$ cat config.mk
export PLATFORM = sky130hd
export DESIGN_NAME = sfdj_ctrl
export DESIGN_NICKNAME = d
export VERILOG_FILES = /design/src/sfdj_pkg.sv /design/src/sfdj_ctrl.sv
export SDC_FILE = /design/constraint.sdc
export NUM_CORES = 1
export LEC_CHECK = 0
export BUFFER_PORTS_ARGS = -buffer_cell sky130_fd_sc_hd__buf_2
export CAP_MARGIN = 30
export CORE_AREA = 5 5 42 44
export CTS_CLUSTER_DIAMETER = 30
export DETAILED_ROUTE_END_ITERATION = 10
export DIE_AREA = 0 0 47 49
export PLACE_DENSITY = 0.31
export SYNTH_ARGS = -nofsm -noshare
export SYNTH_HDL_FRONTEND = slang
export SYNTH_SLANG_ARGS = --single-unit
$ cat constraint.sdc
create_clock -name clk -period 0.92 [get_ports clk]
set_input_delay 0.092 -clock clk [delete_from_list [all_inputs] [get_ports clk]]
set_output_delay 0.092 -clock clk [all_outputs]
set_load 0.03 [all_outputs]
$ cat src/sfdj_pkg.sv
`timescale 1ns / 1ps

package sfdj_pkg;

    localparam int ENTRIES_DEF  = 4096;
    localparam int POS_BITS_DEF = 33;
    localparam int ACT_W        = 2;

    localparam logic [ACT_W-1:0] ACT_APPEND  = 2'd0;
    localparam logic [ACT_W-1:0] ACT_QUERY   = 2'd1;
    localparam logic [ACT_W-1:0] ACT_RESTART = 2'd2;

    typedef struct packed {
        logic append;
        logic restart;
        logic load_pos;
        logic fetch;
        logic eval;
        logic emit_none;
    } sfdj_cmd_t;

    typedef struct packed {
        logic more;
        logic stop;
    } sfdj_status_t;

endpackage

$ cat src/sfdj_ctrl.sv
`timescale 1ns / 1ps

module sfdj_ctrl (
    input  logic                       clk,
    input  logic                       rst_n,
    input  logic                       start,
    input  logic [sfdj_pkg::ACT_W-1:0] action,
    input  sfdj_pkg::sfdj_status_t     status,
    output sfdj_pkg::sfdj_cmd_t        cmd,
    output logic                       busy
);
    import sfdj_pkg::*;

    localparam logic [1:0] S_IDLE  = 2'd0;
    localparam logic [1:0] S_FETCH = 2'd1;
    localparam logic [1:0] S_EVAL  = 2'd2;

    logic [1:0] state_reg;
    logic [1:0] state_next;
    logic       take;

    assign busy = (state_reg != S_IDLE);
    assign take = start && !busy;

    always_comb
    begin
        state_next = state_reg;
        cmd        = '0;
        unique case (state_reg)
            S_IDLE:
            begin
                if (take)
                begin
                    cmd.append   = (action == ACT_APPEND);
                    cmd.restart  = (action == ACT_RESTART);
                    cmd.load_pos = (action == ACT_QUERY);
                    if (action == ACT_QUERY)
                    begin
                        state_next = S_FETCH;
                    end
                end
            end
            S_FETCH:
            begin
                if (status.more)
                begin
                    cmd.fetch  = 1'b1;
                    state_next = S_EVAL;
                end
                else
                begin
                    cmd.emit_none = 1'b1;
                    state_next    = S_IDLE;
                end
            end
            S_EVAL:
            begin
                cmd.eval   = 1'b1;
                state_next = status.stop ? S_IDLE : S_FETCH;
            end
            default:
            begin
                state_next = S_IDLE;
            end
        endcase
    end

    always_ff @(posedge clk or negedge rst_n)
    begin
        if (!rst_n)
        begin
            state_reg <= S_IDLE;
        end
        else
        begin
            state_reg <= state_next;
        end
    end

endmodule

* Word level (Yosys, flattened, before mapping)
Cells that the tools add are included.
** Word-level totals
- Input bits :: 7
- Flip-flop bits (word level) :: 2
- Output and inout port bits :: 7
** Operators by class
- Muxes and demuxes :: 12
- Eq/ne operators :: 6
- Reductions and logical operators :: 6
** Operators by type and width (count)
- $mux W1 :: 6
- $mux W2 :: 3
- $mux W3 :: 2
- $pmux W2 S3 :: 1
- $eq A2 B1 Y1 const B :: 2
- $eq A2 B2 Y1 const B :: 2
- $logic_not A2 Y1 :: 2
- $ne A2 B2 Y1 const B :: 2
- $reduce_and A2 Y1 :: 1
- $reduce_bool A2 Y1 :: 1
- $logic_and A1 B1 Y1 :: 1
- $logic_not A1 Y1 :: 1

* Logic depth before layout (Yosys ltp)
Gate-level depths: netlist (run 1).
- Depth in word-level cells :: 5
- Mapped depth :: 3
- Mapped depth without buffers :: 2

* Least setup slack after synthesis (run 1)
OpenSTA, ideal clock, no wires.
- Kind :: flip-flop to output port
- From :: reg state_reg[1]
- To :: out cmd[4] (netlist bit)
- Path slack :: -0.835 ns
- Data arrival time :: 1.663 ns
- Stages on the path, launching flop included :: 4
- Cell sequence :: dfrtp_1 -> or2_1 -> buf_6 -> nor4_1
** RTL lines
- start: declaration :: line sfdj_ctrl.sv:18 : logic [1:0] state_reg;
- start signal: assignment :: line sfdj_ctrl.sv:76 : state_reg <= state_next;
- end: declaration :: line sfdj_ctrl.sv:9 : output sfdj_pkg::sfdj_cmd_t cmd,

==> results.txt, run 1 <==
Crit share post-route: 141.6%
Antenna violation net count after detailed routing: 0
Buffer depth of the longest clock path: 2
Final hold vios: 0
TritonCTS clock tree: built
Non-filler cells, final: 54
Max-capacitance violation count: 0
Leading cell type in the layout, fill and taps excluded: sky130_fd_sc_hd__buf_6
Global-route wire length before repair: 938 um
Adder-cell share of the synthesized area: 0%
Area of the die: 2303 sq um
Setup repair after global routing missed its margin: yes
Synthesized-area fraction occupied by ao, oa, aoi and oai cells: 6.140%
Post-Syn Instances: 16
Cell Rows: 14
Height of the chip: 49 um
Growth of design area from synthesis to finish: 178.1%
FMAX: 767.8 MHz
Pin count of the biggest net entering global routing: 5
Yosys cell types: 11
Worst max-slew margin expressed relative to the limit: 85.57%
Share of post-route cells with drive strength above 1: 76.32%
Filler Cell Count: 162
Clock slew at the register clock pins of the worst setup and hold paths: 0.03 ns
Critical path class: reg2out
Total Power: 451.2 uW
Cell type contributing the most total cell area after synthesis: sky130_fd_sc_hd__dfrtp_1
Post-synthesis sequential area ratio: 35.09%
Area of all sequential standard cells: 50.05 sq um
Buffers added on ports: 13
Multi-input combinational cell area: 128.9 sq um
Average vias per placed instance: 3.907
Via Count: 211
Number of flip-flops in the largest register: 2
Share of the core filled with cells in the final layout: 28.30%
Sinks on Clock Net: 2
Clock network latency to the later pin of the worst-skew pair: 0.23 ns
Leading cell types by total area after synthesis: sky130_fd_sc_hd__dfrtp_1 35%, sky130_fd_sc_hd__and3b_1 12%, sky130_fd_sc_hd__nor4_1 8.8%, sky130_fd_sc_hd__buf_6 7.9%, sky130_fd_sc_hd__inv_1 7.9%
Nature of the critical path startpoint: flip-flop
Die boundary width: 47 um
Max Clock Skew: 0.004643 ns
Clock buffer count from CTS: 3
First-pass DRT Iterations: 1
Weighted congestion reported at the end of routability-driven placement: 0.6004
Number of design rule violations left after detail routing: 0
I/O pin count: 14
Simple-Gate Fraction of Synth Area: 42.98%
Kind of path behind the tightest hold check: in2reg
Congestion Overflow GR: 0
Nets: 47
Ratio of total power to cell area: 1138 nW/um^2
Initial antenna violation count: 0
Crit Path Max Fanout: 4
Yosys synthesis warning count: 0
Floorplan core area: 1401 sq um
Failing checks: negative setup slack
Initial standard-cell utilization of the core: 10.18%
DP Cell Count: 48
XOR/XNOR share of the synthesized area: 0%
Result of the run: finished with violations
Final wirelength: 567 um
Min setup slack post-route: -0.3825 ns
Net Count, Synth: 23
Routed len/inst: 10.50 um
Global-route usage over all layers: 6.268%
Max H-tree Level: 1
Number of global-route vias before repair: 252
Min Clock Period, post-route: 1.302 ns
CP required: 0.83 ns
Slew Viols, Final: 0
Tightest Pin Transition: 0.2148 ns
Cell area after technology mapping: 142.6 sq um
Antenna diode count: 0
Setup Total Neg Slack: -2.463 ns
Buffer cell driving the clock tree root: sky130_fd_sc_hd__clkbuf_4
Iter 0 DRT Violations: 0
Crit path capture type: primary output
Mean instance size in the synthesized netlist: 8.915 sq um
Maximum VDD drop: 0.0003913 V
Synthesized flop and latch total: 2
Arrival time reported for the critical path endpoint: 1.21 ns
Final setup violation count: 8
Area share of the largest cell type after synthesis: 35.09%
Multiplexer area fraction after synthesis: 0%
Leakage: 0.1967 nW
Main combinational cell family by area after synthesis: simple AND/OR/NAND/NOR gates
Commonest cells after routing, fill and taps aside: 7 x sky130_fd_sc_hd__buf_6, 6 x sky130_fd_sc_hd__buf_2, 6 x sky130_fd_sc_hd__buf_4
==> cell families after synthesis <==
| kind of cell | after synthesis |
|---|---|
| buf+inv | 4 |
| simple gates | 9 |
| compound gates | 1 |
| flops | 2 |
==> per-layer routing <==
| layer | share of wire (%) | up-vias | track usage [%] |
|---|---|---|---|
| met4 | 3.0 | 0 | 5.530 |
| met2 | 43 | 16 | 8.824 |
| met3 | 17 | 2 | 4.797 |
| met5 | 0 | - | 0 |
| met1 | 36 | 95 | 5.495 |
| li1 | - | 98 | - |
==> final cells by class <==
class	instances	area share [%]
clock buffers	3	5.678
inverters	3	2.839
multi-input cells	10	32.49
flip-flops and latches	2	12.62
well taps	16	5.047
repair buffers	20	41.32
==> cells in the mapped netlist <==
master	n
sky130_fd_sc_hd__and3b_1	2
sky130_fd_sc_hd__buf_6	1
sky130_fd_sc_hd__dfrtp_1	2
sky130_fd_sc_hd__inv_1	3
sky130_fd_sc_hd__nand3b_1	1
sky130_fd_sc_hd__nor2_1	1
sky130_fd_sc_hd__nor2b_1	1
sky130_fd_sc_hd__nor3b_1	1
sky130_fd_sc_hd__nor4_1	2
sky130_fd_sc_hd__o2bb2ai_1	1
sky130_fd_sc_hd__or2_1	1
==> report_power, final <==
group | switching (mW) | leakage (nW) | internal, mW
combinational | 0.0826 | 0.156 | 0.0764
clock | 0.0533 | 0.0138 | 0.144
sequential | 0.00195 | 0.0272 | 0.0928
total | 0.138 | 0.197 | 0.313
==> metrics by stage <==
stage               hold WS, ns  setup slack (ns)  area, sq um
floorplan               -0.2036           -0.3047        188.9
global placement        -0.1169           -0.2504        292.8
detailed placement      -0.1164           -0.2722        292.8
CTS                      0.1167           -0.4153        392.9
global route             0.1363           -0.4440        396.6
finish                   0.1218           -0.3825        396.6
==> worst max-delay path, cell delays in order, from the launching register on <==
cell and delay (ns):
sky130_fd_sc_hd__dfrtp_1 0.36, sky130_fd_sc_hd__or2_4 0.29, sky130_fd_sc_hd__nor4_4 0.16, sky130_fd_sc_hd__buf_6 0.17
==> repair_timing <==
item | CTS | global route
hold endpoints to repair | 2 | 0
setup endpoints to repair | 8 | 8
gates resized for setup | 16 | 1
setup buffers | 2 | 0
pin swaps | 1 | 0
hold buffers | 1 | 0
==> path summary, 6_finish.rpt <==
check | start | end | slack [ns] | depth (start not counted)
min | status[0] | state_reg[0] | 0.12 | 3
max reg2reg | state_reg[1] | state_reg[0] | -0.15 | 5
min in group asynchronous | rst_n | state_reg[1] | 0.18 | 2
min reg2reg | state_reg[0] | state_reg[1] | 0.66 | 2
max in group asynchronous | rst_n | state_reg[0] | 0.63 | 2
max | state_reg[1] | cmd[5] | -0.38 | 3
(Power assumes the default switching activity.)
==> run 2: changes to the inputs <==
Settings changed: PLACE_DENSITY 0.31 to 0.3.
Clock period 0.92 ns to 1.3 ns, I/O delays scaled along.
==> results.txt, run 2 (synthesized netlist as in run 1, its figures left out) <==
Min setup slack post-route: -0.03707 ns (+0.3454 ns)
Growth of design area from synthesis to finish: 115.8%
Iter 0 DRT Violations: 3 (+3)
Switch Pwr: 83.17 uW (-40%)
Share of the core filled with cells in the final layout: 21.96% (-6.3 points)
Sinks on Clock Net: 2 (unchanged)
Number of design rule violations left after detail routing: 0 (unchanged)
Clock slew at the register clock pins of the worst setup and hold paths: 0.03 ns (about the same)
Max Clock Skew: 0.0009843 ns (-0.003659 ns)
Antenna violation net count after detailed routing: 0 (unchanged)
Commonest cells after routing, fill and taps aside: 8 x sky130_fd_sc_hd__buf_2, 7 x sky130_fd_sc_hd__buf_4, 3 x sky130_fd_sc_hd__inv_1, 3 x sky130_fd_sc_hd__clkbuf_4
Crit path capture type: primary output
Share of post-route cells with drive strength above 1: 67.65% (-8.7 points)
Arrival time reported for the critical path endpoint: 1.21 ns (about the same)
Final hold vios: 0 (unchanged)
Ratio of total power to cell area: 927.8 nW/um^2 (-18%)
Crit Path Max Fanout: 5 (+1)
Congestion Overflow GR: 0 (unchanged)
Initial antenna violation count: 0 (unchanged)
CP required: 1.17 ns (+0.34 ns)
Kind of path behind the tightest hold check: in2reg
Setup Total Neg Slack: -0.05907 ns (+2.404 ns)
Nets: 43 (-8.5%)
Max-capacitance violation count: 0 (unchanged)
Average vias per placed instance: 3.860 (-1.2%)
HPWL after detailed placement: 350.5 um
Result of the run: finished with violations
Worst max-slew margin expressed relative to the limit: 87.47% (+1.9 points)
Weighted congestion reported at the end of routability-driven placement: 0.6026 (+0.37%)
Antenna diode count: 0 (unchanged)
TritonCTS clock tree: built
Final design area excluding fillers: 307.8 sq um (-22%)
Nature of the critical path startpoint: flip-flop
Clock network latency to the later pin of the worst-skew pair: 0.22 ns (about the same)
Final setup violation count: 2 (-6)
I/O pin count: 14 (unchanged)
FMAX: 747.9 MHz
Leading cell type in the layout, fill and taps excluded: sky130_fd_sc_hd__buf_2
Buffers added on ports: 13 (unchanged)
Post-DP Area: 229.0 sq um (-22%)
Clock buffer count from CTS: 3 (unchanged)
Crit share post-route: 102.9%
Buffer cell driving the clock tree root: sky130_fd_sc_hd__clkbuf_4
Area of the die: 2303 sq um (unchanged)
Number of flip-flops in the largest register: 2 (unchanged)
Routed len/inst: 9.520 um (-9.3%)
Height of the chip: 49 um (unchanged)
Initial standard-cell utilization of the core: 10.18% (unchanged)
Share of total power in sequential cells: 23.5% (+2.5 points)
Maximum VDD drop: 0.0004238 V (+8.3%)
Final wirelength: 476 um (-16%)
Buffer depth of the longest clock path: 2 (unchanged)
Switching part of the total: 29.13% (-1.4 points)
Int Power: 202.4 uW (-35%)
Pin count of the biggest net entering global routing: 6 (+1)
Min Clock Period, post-route: 1.337 ns
Via Count: 193 (-8.5%)
Leakage: 0.1661 nW (-16%)
Max H-tree Level: 1 (unchanged)
Part of the total power dissipated in combinational logic: 28.7% (-6.5 points)
Tightest Pin Transition: 0.1865 ns (-0.02830 ns)
Global-route wire length before repair: 752 um (-20%)
Number of global-route vias before repair: 198 (-21%)
Die boundary width: 47 um (unchanged)
First-pass DRT Iterations: 3 (+2)
Critical path class: reg2out
Setup slack of the worst register-to-register path: 0.40 ns (+0.55 ns)
Setup repair after global routing missed its margin: yes
Cell Rows: 14 (unchanged)
Failing checks: negative setup slack
Slew Viols, Final: 0 (unchanged)
Clock share of power: 47.8% (+4.0 points)
Floorplan core area: 1401 sq um (unchanged)
Global-route usage over all layers: 4.856% (-1.4 points)
[run 2: power groups by stage]
| stage | registers, mW | logic [mW] | clock network (mW) |
|---|---|---|---|
| floorplan | 0.0684 | 0.0447 | 0 |
| global placement | 0.0693 | 0.0625 | 0 |
| detailed placement | 0.0692 | 0.0628 | 0 |
| CTS | 0.0671 | 0.0761 | 0.147 |
| global route | 0.0680 | 0.0881 | 0.151 |
| finish | 0.0672 | 0.0819 | 0.136 |
[run 2: area by class of cell]
| cell class | instances | area, sq um |
|---|---|---|
| multi-input combinational | 10 | 101.3 |
| fill | 164 | 1094 |
| timing repair buffer | 16 | 102.6 |
| sequential | 2 | 50.05 |
| tap | 16 | 20.02 |
| inverter | 3 | 11.26 |
| clock buffer | 3 | 22.52 |
[run 2: final timing paths]
kind / from / to / cells past startpoint
max: state_reg[1] / cmd[5] / 3
min: status[0] / state_reg[0] / 3
max reg2reg: state_reg[1] / state_reg[0] / 3
min reg2reg: state_reg[0] / state_reg[0] / 2
max in group asynchronous: rst_n / state_reg[0] / 2
min in group asynchronous: rst_n / state_reg[1] / 2
[run 2: stage by stage]
step	total power [mW]	hold slack [ns]	std cells	worst slack [ns]
2_1_floorplan	0.1131	-0.1656	16	-0.1358
3_3_place_gp	0.1318	-0.08273	44	0.09197
4_1_cts	0.2906	0.1556	50	-0.03540
3_5_place_dp	0.1320	-0.08249	44	0.09230
6_report	0.2856	0.1615	50	-0.03707
5_1_grt	0.3069	0.1860	50	-0.1010
[run 2: worst max-delay path: stages, from the launching register on]
cell and delay [ns]:
sky130_fd_sc_hd__dfrtp_1 0.37, sky130_fd_sc_hd__or2_4 0.28, sky130_fd_sc_hd__nor4_2 0.13, sky130_fd_sc_hd__buf_4 0.20
[run 2: timing repair]
item / 4_1_cts / 5_1_grt
pin swaps: 1 / 2
endpoints found under the hold margin: 2 / 0
hold buffers: 1 / 0
resized for setup: 4 / 6
setup buffers: 2 / 0
endpoints found under the setup margin: 3 / 5
[run 2: routing by layer]
layer | share of wire [%] | track usage [%] | vias to the layer above
li1 | - | - | 91
met3 | 3.2 | 2.214 | 2
met4 | 4.0 | 5.530 | 0
met2 | 61 | 7.692 | 6
met1 | 32 | 3.728 | 94
met5 | 0 | 0 | -
